<file path="config.mk">
export PLATFORM = sky130hd
export DESIGN_NAME = fot_seq
export DESIGN_NICKNAME = d
export VERILOG_FILES = /design/src/fot_pkg.sv /design/src/fot_seq.sv
export SDC_FILE = /design/constraint.sdc
export NUM_CORES = 1
export LEC_CHECK = 0
export ABC_AREA = 1
export ABC_CLOCK_PERIOD_IN_PS = 1500
export CAP_MARGIN = 20
export CORE_MARGIN = 3
export CORE_UTILIZATION = 40
export CTS_CLUSTER_SIZE = 25
export DETAILED_ROUTE_END_ITERATION = 7
export DONT_BUFFER_PORTS = 1
export PLACE_DENSITY_LB_ADDON = 0.3
export REMOVE_ABC_BUFFERS = 1
export SLEW_MARGIN = 20
export SYNTH_ARGS = -nofsm -noshare
export SYNTH_HDL_FRONTEND = slang
export SYNTH_SLANG_ARGS = --single-unit
</file>
<file path="constraint.sdc">
create_clock -name clk_i -period 1.5 [get_ports clk_i]
set_input_delay 0.075 -clock clk_i [delete_from_list [all_inputs] [get_ports clk_i]]
set_output_delay 0.075 -clock clk_i [all_outputs]
set_load 0.01 [all_outputs]
</file>
<file path="src/fot_pkg.sv">
// ----------------------------------------------------------------------------
// fot_pkg
// Shared types, constants and the microcode program of the escape-time engine.
// ----------------------------------------------------------------------------
`default_nettype none

package fot_pkg;

  // Fixed-point format of z, c and the pixel coordinate
  localparam int FRAC_BITS   = 28;
  localparam int COUNT_WIDTH = 16;

  localparam int FIELD_W = 32;   // coordinate / constant field width
  localparam int VAL_W   = 60;   // internal signed value, holds +-2^58
  localparam int MAG_W   = 64;   // multiplier operand magnitude
  localparam int HALF_W  = MAG_W / 2;
  localparam int PROD_W  = 2 * MAG_W;

  localparam int LIMIT_W = 16;
  localparam int BAIL_W  = 32;
  localparam int CNT_OUT_W = 16;
  localparam int MAG_OUT_W = 36;

  // shifts that align |z|^2 (Q.F) with the Q8.24 threshold
  localparam int BAIL_SHL = (FRAC_BITS >= 24) ? FRAC_BITS - 24 : 0;
  localparam int MAG_SHL  = (FRAC_BITS < 24) ? 24 - FRAC_BITS : 0;

  localparam logic signed [63:0] SAT_LIM = 64'sh0400_0000_0000_0000;  // 2^58
  localparam logic [63:0]        MASK36  = 64'h0000_000F_FFFF_FFFF;

  typedef logic signed [VAL_W-1:0] val_t;

  // configuration register indexes
  typedef enum logic [2:0] {
    CFG_MODE  = 3'd0,
    CFG_JC_RE = 3'd1,
    CFG_JC_IM = 3'd2,
    CFG_LIMIT = 3'd3,
    CFG_BAIL  = 3'd4
  } cfg_idx_e;

  // micro-operations
  typedef enum logic [2:0] {
    UOP_MUL,   // start a multiply, wait, write back
    UOP_MAG,   // |z|^2 = xx + yy
    UOP_TEST,  // jump to target when the pixel is finished
    UOP_POLY,  // s = x4 - 10 m + y4
    UOP_FACT,  // fre = s + 4 y4, fim = s + 4 x4
    UOP_NEXT,  // count++, jump to target
    UOP_EMIT   // hand the result to the output register
  } uop_e;

  typedef enum logic [2:0] {
    SRC_X, SRC_Y, SRC_XX, SRC_YY, SRC_FRE, SRC_FIM
  } src_e;

  typedef enum logic [2:0] {
    DST_XX, DST_YY, DST_X4, DST_Y4, DST_M, DST_X, DST_Y
  } dst_e;

  localparam int PC_W = 4;
  typedef logic [PC_W-1:0] pc_t;

  localparam pc_t PC_LOOP = 4'd0;
  localparam pc_t PC_EMIT = 4'd12;

  typedef struct packed {
    uop_e uop;
    src_e src_a;
    src_e src_b;
    dst_e dst;
    pc_t  target;
  } uword_t;

  // datapath strobes from the sequencer
  typedef struct packed {
    logic load;
    logic mag;
    logic poly;
    logic fact;
    logic incr;
    logic wb;
    dst_e dst;
    src_e src_a;
    src_e src_b;
  } dp_ctrl_t;

  function automatic uword_t mk_uw(uop_e u, src_e a, src_e b, dst_e d, pc_t t);
    uword_t w;
    w.uop    = u;
    w.src_a  = a;
    w.src_b  = b;
    w.dst    = d;
    w.target = t;
    return w;
  endfunction

  // control store
  function automatic uword_t ucode(pc_t pc);
    uword_t w;
    case (pc)
      4'd0:    w = mk_uw(UOP_MUL,  SRC_X,   SRC_X,   DST_XX, PC_LOOP);
      4'd1:    w = mk_uw(UOP_MUL,  SRC_Y,   SRC_Y,   DST_YY, PC_LOOP);
      4'd2:    w = mk_uw(UOP_MAG,  SRC_X,   SRC_X,   DST_XX, PC_LOOP);
      4'd3:    w = mk_uw(UOP_TEST, SRC_X,   SRC_X,   DST_XX, PC_EMIT);
      4'd4:    w = mk_uw(UOP_MUL,  SRC_XX,  SRC_XX,  DST_X4, PC_LOOP);
      4'd5:    w = mk_uw(UOP_MUL,  SRC_YY,  SRC_YY,  DST_Y4, PC_LOOP);
      4'd6:    w = mk_uw(UOP_MUL,  SRC_XX,  SRC_YY,  DST_M,  PC_LOOP);
      4'd7:    w = mk_uw(UOP_POLY, SRC_X,   SRC_X,   DST_XX, PC_LOOP);
      4'd8:    w = mk_uw(UOP_FACT, SRC_X,   SRC_X,   DST_XX, PC_LOOP);
      4'd9:    w = mk_uw(UOP_MUL,  SRC_X,   SRC_FRE, DST_X,  PC_LOOP);
      4'd10:   w = mk_uw(UOP_MUL,  SRC_Y,   SRC_FIM, DST_Y,  PC_LOOP);
      4'd11:   w = mk_uw(UOP_NEXT, SRC_X,   SRC_X,   DST_XX, PC_LOOP);
      4'd12:   w = mk_uw(UOP_EMIT, SRC_X,   SRC_X,   DST_XX, PC_LOOP);
      default: w = mk_uw(UOP_EMIT, SRC_X,   SRC_X,   DST_XX, PC_LOOP);
    endcase
    return w;
  endfunction

  typedef enum logic [1:0] {
    SEQ_IDLE, SEQ_EXEC, SEQ_MUL_WAIT
  } seq_state_e;

  typedef enum logic [1:0] {
    MUL_IDLE, MUL_RUN, MUL_FIN, MUL_DONE
  } mul_state_e;

endpackage

`default_nettype wire

</file>
<file path="src/fot_seq.sv">
// ----------------------------------------------------------------------------
// fot_seq
// Microcode sequencer: program counter, control store decode, jumps and
// the handshake with the multiplier.
// ----------------------------------------------------------------------------
`default_nettype none

module fot_seq import fot_pkg::*; (
  input  wire logic clk_i,
  input  wire logic rst_ni,
  input  wire logic start_i,
  input  wire logic exit_i,
  input  wire logic mul_done_i,
  input  wire logic emit_ready_i,
  output logic      mul_start_o,
  output logic      emit_o,
  output logic      busy_o,
  output dp_ctrl_t  ctrl_o
);

  seq_state_e state_q, state_d;
  pc_t        pc_q, pc_d;
  uword_t     uw;

  always_comb begin
    uw          = ucode(pc_q);
    state_d     = state_q;
    pc_d        = pc_q;
    mul_start_o = 1'b0;
    emit_o      = 1'b0;
    ctrl_o      = '0;
    ctrl_o.src_a = uw.src_a;
    ctrl_o.src_b = uw.src_b;
    ctrl_o.dst   = uw.dst;

    case (state_q)
      SEQ_IDLE: begin
        if (start_i) begin
          ctrl_o.load = 1'b1;
          pc_d        = PC_LOOP;
          state_d     = SEQ_EXEC;
        end
      end
      SEQ_EXEC: begin
        case (uw.uop)
          UOP_MUL: begin
            mul_start_o = 1'b1;
            state_d     = SEQ_MUL_WAIT;
          end
          UOP_MAG: begin
            ctrl_o.mag = 1'b1;
            pc_d       = pc_t'(pc_q + pc_t'(1));
          end
          UOP_TEST: begin
            pc_d = exit_i ? uw.target : pc_t'(pc_q + pc_t'(1));
          end
          UOP_POLY: begin
            ctrl_o.poly = 1'b1;
            pc_d        = pc_t'(pc_q + pc_t'(1));
          end
          UOP_FACT: begin
            ctrl_o.fact = 1'b1;
            pc_d        = pc_t'(pc_q + pc_t'(1));
          end
          UOP_NEXT: begin
            ctrl_o.incr = 1'b1;
            pc_d        = uw.target;
          end
          UOP_EMIT: begin
            if (emit_ready_i) begin
              emit_o  = 1'b1;
              state_d = SEQ_IDLE;
            end
          end
          default: begin
            state_d = SEQ_IDLE;
          end
        endcase
      end
      SEQ_MUL_WAIT: begin
        if (mul_done_i) begin
          ctrl_o.wb = 1'b1;
          pc_d      = pc_t'(pc_q + pc_t'(1));
          state_d   = SEQ_EXEC;
        end
      end
      default: begin
        state_d = SEQ_IDLE;
      end
    endcase
  end

  always_ff @(posedge clk_i or negedge rst_ni) begin
    if (!rst_ni) begin
      state_q <= SEQ_IDLE;
      pc_q    <= PC_LOOP;
    end else begin
      state_q <= state_d;
      pc_q    <= pc_d;
    end
  end

  assign busy_o = (state_q != SEQ_IDLE);

endmodule

`default_nettype wire

</file>
## Word level (Yosys, flattened, before mapping)

Memory sizes are Yosys's and may differ from the RTL's.
Cells that the tools add are included.

| storage, ports and cells | value |
|---|---|
| memories kept | 1 |
| output and inout port bits | 18 |
| memory bits (read-only) | 208 |
| bits in registers | 6 |
| input bits | 6 |
| word-level logic and storage cells | 49 |

Memory list:

| name | words | width | read ports | clocked after Yosys merged registers in | wr ports | RTL line | RTL |
|---|---|---|---|---|---|---|---|
| (name not given) | 16 | 13 | 1 | 0 | 0 | fot_pkg.sv:101 | `case (pc)` |

| cells by class | value |
|---|---|
| muxes and demuxes | 24 |
| add/subtract/negate cells | 1 |
| equality and inequality tests | 13 |
| reductions and logical operators | 8 |

Operators with widths:

| operator | count |
|---|---|
| $pmux W4 S3 | 2 |
| $mux W4 | 4 |
| $mux W1 | 13 |
| $pmux W2 S3 | 2 |
| $eq A3 B3 Y1 const B | 3 |
| $reduce_and A4 Y1 | 2 |
| $eq A3 B2 Y1 const B | 2 |
| $mux W2 | 3 |
| $ne A2 B2 Y1 const B | 3 |
| $reduce_or A5 Y1 | 1 |
| $add A4 B1 Y4 const B | 1 |
| $ne A4 B2 Y1 const B | 1 |
| $eq A3 B1 Y1 const B | 1 |
| $logic_not A3 Y1 | 1 |
| $ne A3 B3 Y1 const B | 1 |
| $reduce_bool A3 Y1 | 1 |
| $reduce_or A3 Y1 | 1 |
| $eq A2 B1 Y1 const B | 1 |
| $eq A2 B2 Y1 const B | 1 |
| $logic_not A2 Y1 | 1 |
| $reduce_bool A2 Y1 | 1 |

## Longest topological paths before layout

An unclocked memory read counts as a cell.

| depth | value |
|---|---|
| depth in word-level cells | 5 |
| mapped depth | 11 |
| mapped depth without buffers | 11 |

## Worst setup path before layout

Ideal clock, no wire load.

| path | value |
|---|---|
| path type | register to register |
| start | register pc_q[0] |
| end | register state_q[0] |
| cell stages (with the launch flop) | 12 |
| path buffers | 0 |
| setup time | 0.121 ns |
| arrival time | 1.533 ns |
| required time | 1.379 ns |
| clock period less this slack | 1.654 ns |
| setup slack | -0.154 ns |
| path through | dfrtp_1 inv_1 ha_1 nand2_1 nand2_1 nand3_2 nand2_2 inv_2 o21ai_2 nand2_2 nand2_1 o21ai_2 |

| between the ends | value |
|---|---|
| cells in the longest elaborated chain, start to end | 5 |
| elaborated cells on any way between the ends | 14 |
| classes of those cells | eq/ne: 8; mux: 2; reduce/logical: 3; memory: 1 |

Ends and longest elaborated chain:

| what | RTL line | RTL |
|---|---|---|
| start, declared | fot_seq.sv:22 | `pc_t pc_q, pc_d;` |
| start signal, assigned | fot_seq.sv:99 | `pc_q <= pc_d;` |
| $mem_v2 Z16 W13 (*) | -- |  |
| $eq A3 B3 Y1 (tied with other cells) | fot_seq.sv:45 | `case (uw.uop)` |
| $reduce_or A5 Y1 (no line) | -- |  |
| $pmux W2 S3 or $ne A2 B2 Y1 (tied branches) | -- |  |
| $pmux W2 S3 or $reduce_and A4 Y1 (tied branches) | -- |  |
| end signal, assigned | fot_seq.sv:98 | `state_q <= state_d;` |
| end, declared | fot_seq.sv:21 | `seq_state_e state_q, state_d;` |

Every way passes the cells marked *; elsewhere a longest branch is shown, timed or not.
A chain may end at the register's enable or synchronous reset.

==> insert_results.sql <==
INSERT INTO impl_metrics (metric_group, metric, value, unit) VALUES
('run_status', 'violations_in_the_final_reports', 'negative setup slack', ''),
('floorplan', 'die_w', '51.8', 'um'),
('timing', 'post-route-worst-setup-slack', '-0.236', 'ns'),
('synth', 'synthesis.area', '838', 'sq um'),
('power', 'netSwitchingPower', '0.00125', 'W'),
('final_layout', 'post_route_cells_drive_above_1_share', '0.541', ''),
('clock_network', 'cts.htree.levels', '1', ''),
('synth', 'yosys_warnings', '0', ''),
('global_routing', 'wire_length_of_the_first_global_routing_pass', '3860', 'um'),
('synth', 'post_synthesis_sequential_area_ratio', '0.179', ''),
('global_routing', 'gr-usage-all-layers', '0.187', ''),
('drt', 'route.antenna.remaining_nets', '0', ''),
('final_layout', 'num_antenna_cells', '0', ''),
('final_layout', 'layout.cells.non_filler', '195', ''),
('final_layout', 'finish.instance_area', '0.00141', 'sq mm'),
('power', 'cellInternalPower', '0.00119', 'W'),
('power', 'seq_power_share', '0.146', ''),
('synth', 'post-synth-top-area-cell', 'dfrtp_1', ''),
('clock_network', 'cts_buffers', '3', ''),
('placed_design', 'globalplace.congestion', '0.894', ''),
('global_routing', 'overflow', '0', ''),
('drt', 'drc_errors', '0', ''),
('timing', 'grt_setup_unrepaired', 'yes', ''),
('synth', 'post_synth_inst_count', '130', ''),
('setup_path', 'cp-end-kind', 'output pin', ''),
('synth', 'synth_enable_flop_cells', '0', ''),
('synth', 'synth_most_common_cell', 'nand2_1', ''),
('drt', 'route.detailed.wl_per_inst', '14.3', 'um'),
('setup_path', 'setup.worst_path.class', 'flop to output pin', ''),
('timing', 'final-setup-viol-count', '14', ''),
('run_status', 'run_status', 'finished, violations left', ''),
('power', 'powerDensity', '1730', 'mW/mm^2'),
('power', 'power.ir.vdd_worst', '0.00111', 'V'),
('synth', 'synth_largest_type_area_fraction', '0.179', ''),
('floorplan', 'die_h', '51.8', 'um'),
('floorplan', 'initial_core_util', '0.451', ''),
('synth', 'synth_common_cells', '35 x nand2_1, 19 x inv_1, 12 x nand3_1', ''),
('clock_network', 'cts_num_sinks', '6', ''),
('setup_path', 'startpoint_type', 'flop', ''),
('clock_network', 'clock_latency', '0.23', 'ns'),
('timing', 'final-max-slew-violation-count', '0', ''),
('drt', 'detail_route.vias_per_cell', '5.03', ''),
('placed_design', 'io_buffers', '0', ''),
('power', 'power.switching_fraction', '0.512', ''),
('synth', 'syn_area_per_cell', '6.45', 'sq um'),
('placed_design', 'placed_insts', '181', ''),
('drt', 'drt_iter0_drc', '15', ''),
('drt', 'vias', '981', ''),
('floorplan', 'die_area', '0.00268', 'sq mm'),
('timing', 'final.setup.tns', '-2.38', 'ns'),
('run', 'drv_cap', '0', ''),
('global_routing', 'via_count_of_the_first_global_routing_pass', '908', ''),
('clock_network', 'clockBufferDepth', '2', ''),
('timing', 'min_period', '1.74', 'ns'),
('final_layout', 'final-seq-area', '153', 'sq um'),
('power', 'leakage', '0.719', 'nW'),
('setup_path', 'required', '1.42', 'ns'),
('timing', 'hold_violations', '0', ''),
('synth', 'synth.lib_cells_used.distinct', '26', ''),
('setup_path', 'worst-path-max-fanout', '9', ''),
('power', 'power.clock.fraction', '0.057', ''),
('global_routing', 'antenna_violations_before_repair', '0', ''),
('power', 'combPwrFrac', '0.797', ''),
('floorplan', 'floorplan.core_area', '0.00186', 'sq mm'),
('floorplan', 'ios', '24', ''),
('timing', 'max_freq', '0.576', 'GHz'),
('final_layout', 'filler_cell_count', '128', ''),
('final_layout', 'layout-area-overhead-vs-synth', '67.6', '%'),
('synth', 'async_reset_ff_frac', '1.00', ''),
('final_layout', 'fin_nets', '189', ''),
('placed_design', 'dp_hpwl', '1670', 'um');
-- routing by layer --
layer,GRT usage,vias up,share of wire
li1,-,492,-
met1,0.208,452,0.39
met2,0.371,28,0.55
met3,0.0115,9,0.028
met4,0.0611,0,0.026
met5,0,-,0
-- power groups by stage --
stage	sequential [W]	clock [W]	combinational, W
2_1_floorplan	0.000337	0	0.000838
3_3_place_gp	0.000322	0	0.00137
3_5_place_dp	0.000323	0	0.00139
4_1_cts	0.000336	0.000150	0.00164
5_1_grt	0.000366	0.000154	0.00210
6_report	0.000356	0.000139	0.00194
-- layout make-up --
class                      count  area share
timing repair buffer          41       0.248
tap                           25      0.0223
inverter                      22      0.0659
clock buffer                   3      0.0160
multi-input combinational     98       0.540
sequential                     6       0.109
-- cell usage in the layout (no fill, tap or decap), types with 3 or more instances in the layout --
cell,instances
nand2_4,5
nand2_2,6
dfrtp_1,4
nor2_4,3
inv_2,6
inv_1,13
nand3_2,3
nand2_1,31
nand4_1,6
buf_4,30
nor2_1,4
ha_1,4
ha_4,5
nor2_2,5
clkbuf_4,3
o21ai_2,4
nand3_1,10
buf_6,10
-- logic make-up (layout without fill, tap and decap cells) --
kind of cell,after synthesis,in the layout,share of synthesized area
buf+inv,26,66,0.145
simple gates,75,75,0.419
compound gates,11,11,0.0881
flops,6,6,0.179
fa+ha+maj,11,11,0.164
other cells,1,1,0.00447
-- worst max-delay path, stage by stage (launching register included) --
cell and delay, ns:
dfrtp_2 0.51, inv_2 0.08, nand2_2 0.13, nand2_4 0.10
a21oi_4 0.14, inv_2 0.06, nor4_2 0.21, buf_4 0.19
-- final timing paths --
check / from / to / slack, ns / depth (start not counted)
worst min-delay path: rst_ni / state_q[0] / 0.14 / 1
worst max-delay path: pc_q[3] / ctrl_o[12] / -0.24 / 7
worst min register to register: state_q[1] / state_q[1] / 0.56 / 2
min in group clk_i: exit_i / pc_q[0] / 0.17 / 5
max in group asynchronous: rst_ni / pc_q[3] / 1.13 / 1
worst max register to register: pc_q[0] / state_q[0] / -0.20 / 12
-- stage by stage --
stage               hold WS, ns   util  worst slack (ns)
floorplan                -0.221      -            -0.159
global placement         -0.220  0.571           -0.0980
detailed placement       -0.220  0.571            -0.174
CTS                       0.140  0.688            -0.205
global route              0.152  0.756            -0.325
finish                    0.144  0.756            -0.236
-- flip-flops by register name, indices dropped and copies added, names as in the netlist --
| name | cells |
|---|---|
| pc_q | 4 |
| state_q | 2 |
-- repair_timing --
action                     CTS  global route
pin swaps                    9            11
hold buffers                 1             0
setup buffers                7             4
gates resized for setup     34            27
hold endpoints to repair     6             0
setup endpoints to repair   17            18
Note: power is estimated with default switching activity, not from simulation.
