===== config.mk =====
export PLATFORM = sky130hd
export DESIGN_NAME = fot_mul
export DESIGN_NICKNAME = d
export VERILOG_FILES = /design/src/fot_pkg.sv /design/src/fot_mul.sv
export SDC_FILE = /design/constraint.sdc
export NUM_CORES = 2
export LEC_CHECK = 0
export BUFFER_PORTS_ARGS = -buffer_cell sky130_fd_sc_hd__buf_2
export CORE_AREA = 2 2 411 250
export DETAILED_ROUTE_END_ITERATION = 8
export DIE_AREA = 0 0 413 252
export HOLD_SLACK_MARGIN = 0.02
export PLACE_DENSITY = 0.87
export SLEW_MARGIN = 20
export SYNTH_ARGS = -nofsm -noshare
export SYNTH_HDL_FRONTEND = slang
export SYNTH_SLANG_ARGS = --single-unit

===== constraint.sdc =====
create_clock -name clk_i -period 9.3 [get_ports clk_i]
set_input_delay 0.465 -clock clk_i [delete_from_list [all_inputs] [get_ports clk_i]]
set_output_delay 0.465 -clock clk_i [all_outputs]
set_load 0.02 [all_outputs]

===== src/fot_pkg.sv =====
// ----------------------------------------------------------------------------
// fot_pkg
// Shared types, constants and the microcode program of the escape-time engine.
// ----------------------------------------------------------------------------
`default_nettype none

package fot_pkg;

  // Fixed-point format of z, c and the pixel coordinate
  localparam int FRAC_BITS   = 28;
  localparam int COUNT_WIDTH = 16;

  localparam int FIELD_W = 32;   // coordinate / constant field width
  localparam int VAL_W   = 60;   // internal signed value, holds +-2^58
  localparam int MAG_W   = 64;   // multiplier operand magnitude
  localparam int HALF_W  = MAG_W / 2;
  localparam int PROD_W  = 2 * MAG_W;

  localparam int LIMIT_W = 16;
  localparam int BAIL_W  = 32;
  localparam int CNT_OUT_W = 16;
  localparam int MAG_OUT_W = 36;

  // shifts that align |z|^2 (Q.F) with the Q8.24 threshold
  localparam int BAIL_SHL = (FRAC_BITS >= 24) ? FRAC_BITS - 24 : 0;
  localparam int MAG_SHL  = (FRAC_BITS < 24) ? 24 - FRAC_BITS : 0;

  localparam logic signed [63:0] SAT_LIM = 64'sh0400_0000_0000_0000;  // 2^58
  localparam logic [63:0]        MASK36  = 64'h0000_000F_FFFF_FFFF;

  typedef logic signed [VAL_W-1:0] val_t;

  // configuration register indexes
  typedef enum logic [2:0] {
    CFG_MODE  = 3'd0,
    CFG_JC_RE = 3'd1,
    CFG_JC_IM = 3'd2,
    CFG_LIMIT = 3'd3,
    CFG_BAIL  = 3'd4
  } cfg_idx_e;

  // micro-operations
  typedef enum logic [2:0] {
    UOP_MUL,   // start a multiply, wait, write back
    UOP_MAG,   // |z|^2 = xx + yy
    UOP_TEST,  // jump to target when the pixel is finished
    UOP_POLY,  // s = x4 - 10 m + y4
    UOP_FACT,  // fre = s + 4 y4, fim = s + 4 x4
    UOP_NEXT,  // count++, jump to target
    UOP_EMIT   // hand the result to the output register
  } uop_e;

  typedef enum logic [2:0] {
    SRC_X, SRC_Y, SRC_XX, SRC_YY, SRC_FRE, SRC_FIM
  } src_e;

  typedef enum logic [2:0] {
    DST_XX, DST_YY, DST_X4, DST_Y4, DST_M, DST_X, DST_Y
  } dst_e;

  localparam int PC_W = 4;
  typedef logic [PC_W-1:0] pc_t;

  localparam pc_t PC_LOOP = 4'd0;
  localparam pc_t PC_EMIT = 4'd12;

  typedef struct packed {
    uop_e uop;
    src_e src_a;
    src_e src_b;
    dst_e dst;
    pc_t  target;
  } uword_t;

  // datapath strobes from the sequencer
  typedef struct packed {
    logic load;
    logic mag;
    logic poly;
    logic fact;
    logic incr;
    logic wb;
    dst_e dst;
    src_e src_a;
    src_e src_b;
  } dp_ctrl_t;

  function automatic uword_t mk_uw(uop_e u, src_e a, src_e b, dst_e d, pc_t t);
    uword_t w;
    w.uop    = u;
    w.src_a  = a;
    w.src_b  = b;
    w.dst    = d;
    w.target = t;
    return w;
  endfunction

  // control store
  function automatic uword_t ucode(pc_t pc);
    uword_t w;
    case (pc)
      4'd0:    w = mk_uw(UOP_MUL,  SRC_X,   SRC_X,   DST_XX, PC_LOOP);
      4'd1:    w = mk_uw(UOP_MUL,  SRC_Y,   SRC_Y,   DST_YY, PC_LOOP);
      4'd2:    w = mk_uw(UOP_MAG,  SRC_X,   SRC_X,   DST_XX, PC_LOOP);
      4'd3:    w = mk_uw(UOP_TEST, SRC_X,   SRC_X,   DST_XX, PC_EMIT);
      4'd4:    w = mk_uw(UOP_MUL,  SRC_XX,  SRC_XX,  DST_X4, PC_LOOP);
      4'd5:    w = mk_uw(UOP_MUL,  SRC_YY,  SRC_YY,  DST_Y4, PC_LOOP);
      4'd6:    w = mk_uw(UOP_MUL,  SRC_XX,  SRC_YY,  DST_M,  PC_LOOP);
      4'd7:    w = mk_uw(UOP_POLY, SRC_X,   SRC_X,   DST_XX, PC_LOOP);
      4'd8:    w = mk_uw(UOP_FACT, SRC_X,   SRC_X,   DST_XX, PC_LOOP);
      4'd9:    w = mk_uw(UOP_MUL,  SRC_X,   SRC_FRE, DST_X,  PC_LOOP);
      4'd10:   w = mk_uw(UOP_MUL,  SRC_Y,   SRC_FIM, DST_Y,  PC_LOOP);
      4'd11:   w = mk_uw(UOP_NEXT, SRC_X,   SRC_X,   DST_XX, PC_LOOP);
      4'd12:   w = mk_uw(UOP_EMIT, SRC_X,   SRC_X,   DST_XX, PC_LOOP);
      default: w = mk_uw(UOP_EMIT, SRC_X,   SRC_X,   DST_XX, PC_LOOP);
    endcase
    return w;
  endfunction

  typedef enum logic [1:0] {
    SEQ_IDLE, SEQ_EXEC, SEQ_MUL_WAIT
  } seq_state_e;

  typedef enum logic [1:0] {
    MUL_IDLE, MUL_RUN, MUL_FIN, MUL_DONE
  } mul_state_e;

endpackage

`default_nettype wire


===== src/fot_mul.sv =====
// ----------------------------------------------------------------------------
// fot_mul
// Iterative Q.F multiplier: four 32x32 partial products on one multiplier,
// magnitude truncated by FRAC_BITS, saturated to +-2^58.
// ----------------------------------------------------------------------------
`default_nettype none

module fot_mul import fot_pkg::*; (
  input  wire logic clk_i,
  input  wire logic rst_ni,
  input  wire logic start_i,
  input  val_t      a_i,
  input  val_t      b_i,
  output logic      done_o,
  output val_t      res_o
);

  mul_state_e state_q, state_d;
  logic [2:0] cnt_q, cnt_d;

  logic [MAG_W-1:0]  am_q, bm_q;
  logic              neg_q;
  logic [MAG_W-1:0]  pp_q;
  logic [1:0]        pj_q;
  logic [PROD_W-1:0] acc_q;
  val_t              res_q;

  logic signed [MAG_W-1:0] a_ext, b_ext;
  logic [MAG_W-1:0]        a_mag, b_mag;
  logic [1:0]              j;
  logic [HALF_W-1:0]       a_part, b_part;
  logic [PROD_W-1:0]       pp_sh;
  logic [PROD_W-1:0]       r_full;
  logic [VAL_W-1:0]        r_mag;

  always_comb begin
    a_ext = MAG_W'(a_i);
    b_ext = MAG_W'(b_i);
    a_mag = a_ext[MAG_W-1] ? MAG_W'(-a_ext) : MAG_W'(a_ext);
    b_mag = b_ext[MAG_W-1] ? MAG_W'(-b_ext) : MAG_W'(b_ext);

    j      = cnt_q[1:0];
    a_part = j[1] ? am_q[MAG_W-1:HALF_W] : am_q[HALF_W-1:0];
    b_part = j[0] ? bm_q[MAG_W-1:HALF_W] : bm_q[HALF_W-1:0];

    case (pj_q)
      2'd0:    pp_sh = PROD_W'(pp_q);
      2'd3:    pp_sh = PROD_W'(pp_q) << (2 * HALF_W);
      default: pp_sh = PROD_W'(pp_q) << HALF_W;
    endcase

    r_full = acc_q >> FRAC_BITS;
    if (r_full > PROD_W'(SAT_LIM)) begin
      r_mag = VAL_W'(SAT_LIM);
    end else begin
      r_mag = r_full[VAL_W-1:0];
    end
  end

  always_comb begin
    state_d = state_q;
    cnt_d   = cnt_q;
    done_o  = 1'b0;
    case (state_q)
      MUL_IDLE: begin
        cnt_d = '0;
        if (start_i) begin
          state_d = MUL_RUN;
        end
      end
      MUL_RUN: begin
        cnt_d = cnt_q + 3'd1;
        if (cnt_q == 3'd4) begin
          state_d = MUL_FIN;
        end
      end
      MUL_FIN: begin
        state_d = MUL_DONE;
      end
      MUL_DONE: begin
        done_o  = 1'b1;
        state_d = MUL_IDLE;
      end
      default: begin
        state_d = MUL_IDLE;
      end
    endcase
  end

  always_ff @(posedge clk_i or negedge rst_ni) begin
    if (!rst_ni) begin
      state_q <= MUL_IDLE;
      cnt_q   <= '0;
    end else begin
      state_q <= state_d;
      cnt_q   <= cnt_d;
    end
  end

  // partial product k is formed while product k-1 is accumulated
  always_ff @(posedge clk_i) begin
    if (state_q == MUL_IDLE && start_i) begin
      am_q  <= a_mag;
      bm_q  <= b_mag;
      neg_q <= a_i[VAL_W-1] ^ b_i[VAL_W-1];
      acc_q <= '0;
    end
    if (state_q == MUL_RUN) begin
      if (cnt_q != 3'd4) begin
        pp_q <= a_part * b_part;
        pj_q <= j;
      end
      if (cnt_q != 3'd0) begin
        acc_q <= acc_q + pp_sh;
      end
    end
    if (state_q == MUL_FIN) begin
      res_q <= neg_q ? -$signed(r_mag) : $signed(r_mag);
    end
  end

  assign res_o = res_q;

endmodule

`default_nettype wire


## Word level (Yosys, flattened, before mapping)

Index checks and enable logic that the tools add are counted.

- Flip-flop bits (word level): 388
- Bits in latches: 0
- Bits in writable memories: 0
- Memory bits (read-only): 0
- Bits of input ports: 123
- Logic and storage cells: 49
- Memories kept: 0

- $add $sub $neg: 5
- Multiply operators: 1
- Divide/modulo/power cells: 0
- $lt $le $gt $ge: 1
- Eq/ne operators: 8
- Shift-type cells: 0
- Mux-type cells: 15
- Bitwise operators: 1
- Reductions and logical operators: 7

Operators with widths:

| cell | count |
|---|---|
| 128-bit 2-to-1 mux | 3 |
| 128-bit case mux with 2 select lines | 1 |
| 128-bit adder | 1 |
| 60-bit negator with 64-bit output | 2 |
| 60-bit 2-to-1 mux | 2 |
| 59-bit 2-to-1 mux | 2 |
| 100-bit by 59-bit greater-than comparator with 1-bit output (second input constant) | 1 |
| 32-bit by 32-bit multiplier with 64-bit output | 1 |
| 32-bit 2-to-1 mux | 2 |
| 60-bit negator | 1 |
| 2-bit case mux with 4 select lines | 1 |
| 2-bit == test (second input constant) | 3 |
| 3-bit case mux with 2 select lines | 1 |
| 2-bit logical NOT | 2 |
| 2-bit 2-to-1 mux | 2 |
| 2-bit != test (second input constant) | 2 |
| 2-bit AND reduction | 2 |
| 3-bit by 1-bit adder with 3-bit output (second input constant) | 1 |
| 3-bit == test (second input constant) | 1 |
| 3-bit != test (second input constant) | 1 |
| 3-bit nonzero test | 1 |
| 2-bit by 1-bit == test with 1-bit output (second input constant) | 1 |
| 2-bit nonzero test | 1 |
| 1-bit logical AND | 1 |
| other kinds (2) | 2 |

## Longest topological paths before layout

- Depth in word-level cells: 5
- Depth in mapped cells: 35
- Mapped depth without buffers: 30

## Least setup slack after synthesis

OpenSTA, ideal clock, no wires.

- Path type: reg-to-reg
- From: register cnt_q[0]
- To: register pp_q[60] (data pin)
- Library setup time: 0.258 ns
- Data arrival time: 8.729 ns
- Data required time: 9.042 ns
- Setup slack: 0.313 ns
- Cell stages (with the launch flop): 34
- Buffers on the path: 5
- Clock period less this slack: 8.987 ns
- Path through: dfrtp_1 -> clkbuf_1 -> buf_1 -> buf_1 -> mux2i_1 -> clkbuf_1 -> nor2_1 -> fa_1 -> inv_1 -> fa_1 -> inv_1 -> fa_1 -> inv_1 -> fa_1 -> inv_1 -> fa_1 -> fa_1 -> fa_1 -> inv_1 -> fa_1 -> inv_1 -> ha_1 -> clkbuf_1 -> a21oi_1 -> o21ai_0 -> a31o_2 -> or3b_2 -> a31oi_1 -> o21ai_0 -> a21o_1 -> a21oi_1 -> o21ai_0 -> a21oi_1 -> xnor2_1

- Cells in the longest elaborated chain, start to end: 2

Ends and longest elaborated chain:

| element | RTL line | source |
|---|---|---|
| from (decl) | fot_mul.sv:19 | `logic [2:0] cnt_q, cnt_d;` |
| from (signal assigned) | fot_mul.sv:96 | `cnt_q <= cnt_d;` |
| 32-bit 2-to-1 mux | fot_mul.sv:44 | `b_part = j[0] ? bm_q[MAG_W-1:HALF_W] : bm_q[HALF_W-1:0];` |
| 32-bit by 32-bit multiplier with 64-bit output | fot_mul.sv:110 | `pp_q <= a_part * b_part;` |
| to (signal assigned) | fot_mul.sv:110 |  |
| to (decl) | fot_mul.sv:23 | `logic [MAG_W-1:0] pp_q;` |

Every way passes these cells.
A chain may end at the register's enable or synchronous reset.

## Final worst setup path

- From: register cnt_q[1]
- To: register pp_q[60] (data pin)

- Cells in the longest elaborated chain, start to end: 2

Ends and longest elaborated chain:

| element | RTL line | source |
|---|---|---|
| 32-bit 2-to-1 mux | fot_mul.sv:43 | `a_part = j[1] ? am_q[MAG_W-1:HALF_W] : am_q[HALF_W-1:0];` |
| 32-bit by 32-bit multiplier with 64-bit output | fot_mul.sv:110 |  |

Every way passes these cells.

==> flow_metrics.py <==
metrics = {
    "grt": {
        "grt-ovfl-total": 0,
        "grt_pass1_vias": 50480,
        "grt_usage_pct": 46.37,
        "antenna_found_initial": 28,
        "grt_max_degree": 211,
        "grt_pass1_wl_um": 346500,
    },
    "final_layout": {
        "nets": 8258,
        "area_growth_pct": 8.641,
        "drive_gt1_share_pct": 9.328,
    },
    "clock_network": {
        "path_clk_slew_ns": 0.07,
        "clock_latency_ns": 0.63,
        "cts_tree": "done",
        "root_buffer": "clkbuf_16",
        "cts-buffers-inserted": 43,
        "clockBufferDepth": 3,
        "htreeDepth": 2,
        "numClockSinks": 388,
    },
    "setup_path": {
        "slowest_stage": "dfrtp_4",
        "crit_path_end_kind": "flip-flop",
        "cp.required_ns": 9.65,
        "start_kind": "flip-flop",
        "max_stage_delay_ns": 0.71,
        "cp_max_fo": 17,
        "path_class": "flip-flop to flip-flop",
        "cp.arrival_ns": 9.43,
        "crit_top_cell": "fa_1",
    },
    "floorplan": {
        "die_area_um2": 104100,
        "die_h_um": 252,
        "ios": 184,
        "coreArea_um2": 100000,
        "num_rows": 90,
        "die_width_um": 413,
        "start_util_pct": 58.84,
    },
    "yosys": {
        "synth_ff_type": "edfxtp_1",
        "synth_area_um2": 58830,
        "yosys_warnings": 0,
        "synthSimpleGateAreaFrac_pct": 16.29,
        "yosysTopAreaCellShare_pct": 30.52,
        "synth_edf_count": 255,
        "synth_top_family_by_area": "adder cells",
        "synthTopCellsByArea": "fa_1 31%, edfxtp_1 13%, ha_1 8.5%, inv_1 5.9%, nand2_1 5.3%",
        "ys_seq_area_share_pct": 17.58,
        "synth_fa_ha_area_share_pct": 39.05,
        "synth_area_per_cell_um2": 8.749,
        "async_flop_share_pct": 1.289,
        "syn_inst": 6725,
        "yosys-top-cells-count": "926 x inv_1, 897 x fa_1, 824 x nand2_1",
        "ys_types": 82,
        "synth_top_cell_by_area": "fa_1",
        "synth_compound_area_share_pct": 11.65,
        "yosys_register_bits": 388,
        "synth.mux.area_fraction_pct": 2.346,
        "synth_xor_area_share_pct": 4.927,
        "yosys.cell_count.top_type": "inv_1",
    },
    "detailed_routing": {
        "first_pass_iters": 9,
        "drc": 0,
        "routed_wl_um": 243500,
        "postRouteAntennaNets": 0,
        "avgRoutedWirePerCell_um": 29.60,
        "via_count": 53810,
        "dr.first_iter.drc_count": 9158,
        "vias_per_cell": 6.541,
    },
    "timing": {
        "hold_violations": 0,
        "worstMarginPinSlew_ns": 1.239,
        "min_period_ns": 9.084,
        "slew_headroom_pct": 16.76,
        "tns_ns": 0,
        "period_share_pct": 97.68,
        "max_freq_mhz": 110.1,
        "setup_violations": 0,
        "final.setup_skew_ns": 0.03190,
        "drv_slew": 0,
        "rsz0062_at_grt": "no",
    },
    "placement": {
        "place_congestion": 1.128,
        "place.port_buffers": 183,
        "hpwl_um": 198700,
    },
    "run_status": {
        "status": "finished, final reports clean",
    },
    "hold_path": {
        "hold_path_class": "primary input to flip-flop",
    },
    "job": {
        "drv_cap": 0,
    },
}
[cell type report]
cell class	instances	area (um^2)
Clock buffer	50	1102
Multi-Input combinational cell	5070	43980
Fill cell	8240	36080
Tap cell	1334	1669
Clock inverter	30	279.0
Inverter	926	3478
Timing Repair Buffer	408	3000
Sequential cell	388	10350
Antenna cell	21	52.55
[state kept, by name, indices dropped and copies added (netlist names)]
signal	count
acc_q	128
am_q	64
bm_q	64
pp_q	64
res_o	60
cnt_q	3
pj_q	2
state_q	2
neg_q	1
[critical path, delay by kind of cell, from the launching register on]
kind / cells / cell delay, ns
muxes: 1 / 0.26
buffers and inverters: 6 / 1.24
xor gates and xnor gates: 1 / 0.08
DFF: 1 / 0.71
AOI/OAI and AO/OA: 7 / 1.48
adders and majority gates: 9 / 4.11
and+or+nand+nor: 4 / 0.89
[routing by layer]
layer	GRT usage, %	vias up	share of wire (%)
met3	32.97	649	23
met5	5.079	-	0.39
li1	-	22200	-
met2	51.75	4672	34
met4	11.81	32	3.2
met1	68.08	26260	40
[worst paths after layout]
kind / from / to / slack (ns) / depth (start not counted)
max: cnt_q[1] / pp_q[60] / 0.22 / 28
max reg2reg: cnt_q[1] / pp_q[60] / 0.22 / 28
min: a_i[0] / am_q[0] / 0.07 / 1
min reg2reg: acc_q[0] / acc_q[0] / 0.46 / 2
max in group asynchronous: rst_ni / cnt_q[0] / 8.78 / 2
min in group asynchronous: rst_ni / cnt_q[1] / 0.28 / 2
[stage by stage]
stage	instance area (um^2)	std cells	util [%]	hold slack [ns]	setup slack [ns]
2_1_floorplan	58860	6732	-	0.1694	0.3135
3_3_place_gp	62320	8118	62.32	0.3318	0.3813
3_5_place_dp	62330	8118	62.33	0.3348	0.2524
4_1_cts	63720	8199	63.73	0.04877	0.1372
5_1_grt	63890	8217	63.90	0.06563	0.003189
6_report	63920	8227	63.92	0.06701	0.2162
[placed cells by master, fill, tap and decap left out, types with 62 or more instances in the layout]
cell type  netlist  final
a21o_1          83     83
a21oi_1        294    294
and2_1          68     68
buf_2            1    182
buf_4            1    194
dfxtp_1        128    128
edfxtp_1       255    255
fa_1           897    897
ha_1           401    399
inv_1          926    925
mux2_2          63     62
nand2_1        824    823
nand3_1        131    131
nand4_1         91     91
nor2_1         792    790
nor3_1          65     65
o21ai_0        367    365
o31ai_1         65     64
xnor2_1        225    225
xor2_1         106    106
[logic make-up after synthesis]
family	count (synthesis)
compound gates	1108
xor+xnor	331
fa+ha+maj	1298
buf+inv	1274
flops	388
mux	130
other cells	1
simple gates	2195
[repair_timing]
| item | CTS | global route |
|---|---|---|
| setup endpoints to repair | 0 | 9 |
| hold buffers | 1 | 0 |
| buffers inserted | 0 | 7 |
| endpoints found under the hold margin | 5 | 0 |
| resized for setup | 0 | 4 |
Power is left out: the tool's default activity adds up to more than one toggle a clock period on the data nets, which glitch-free logic cannot reach.
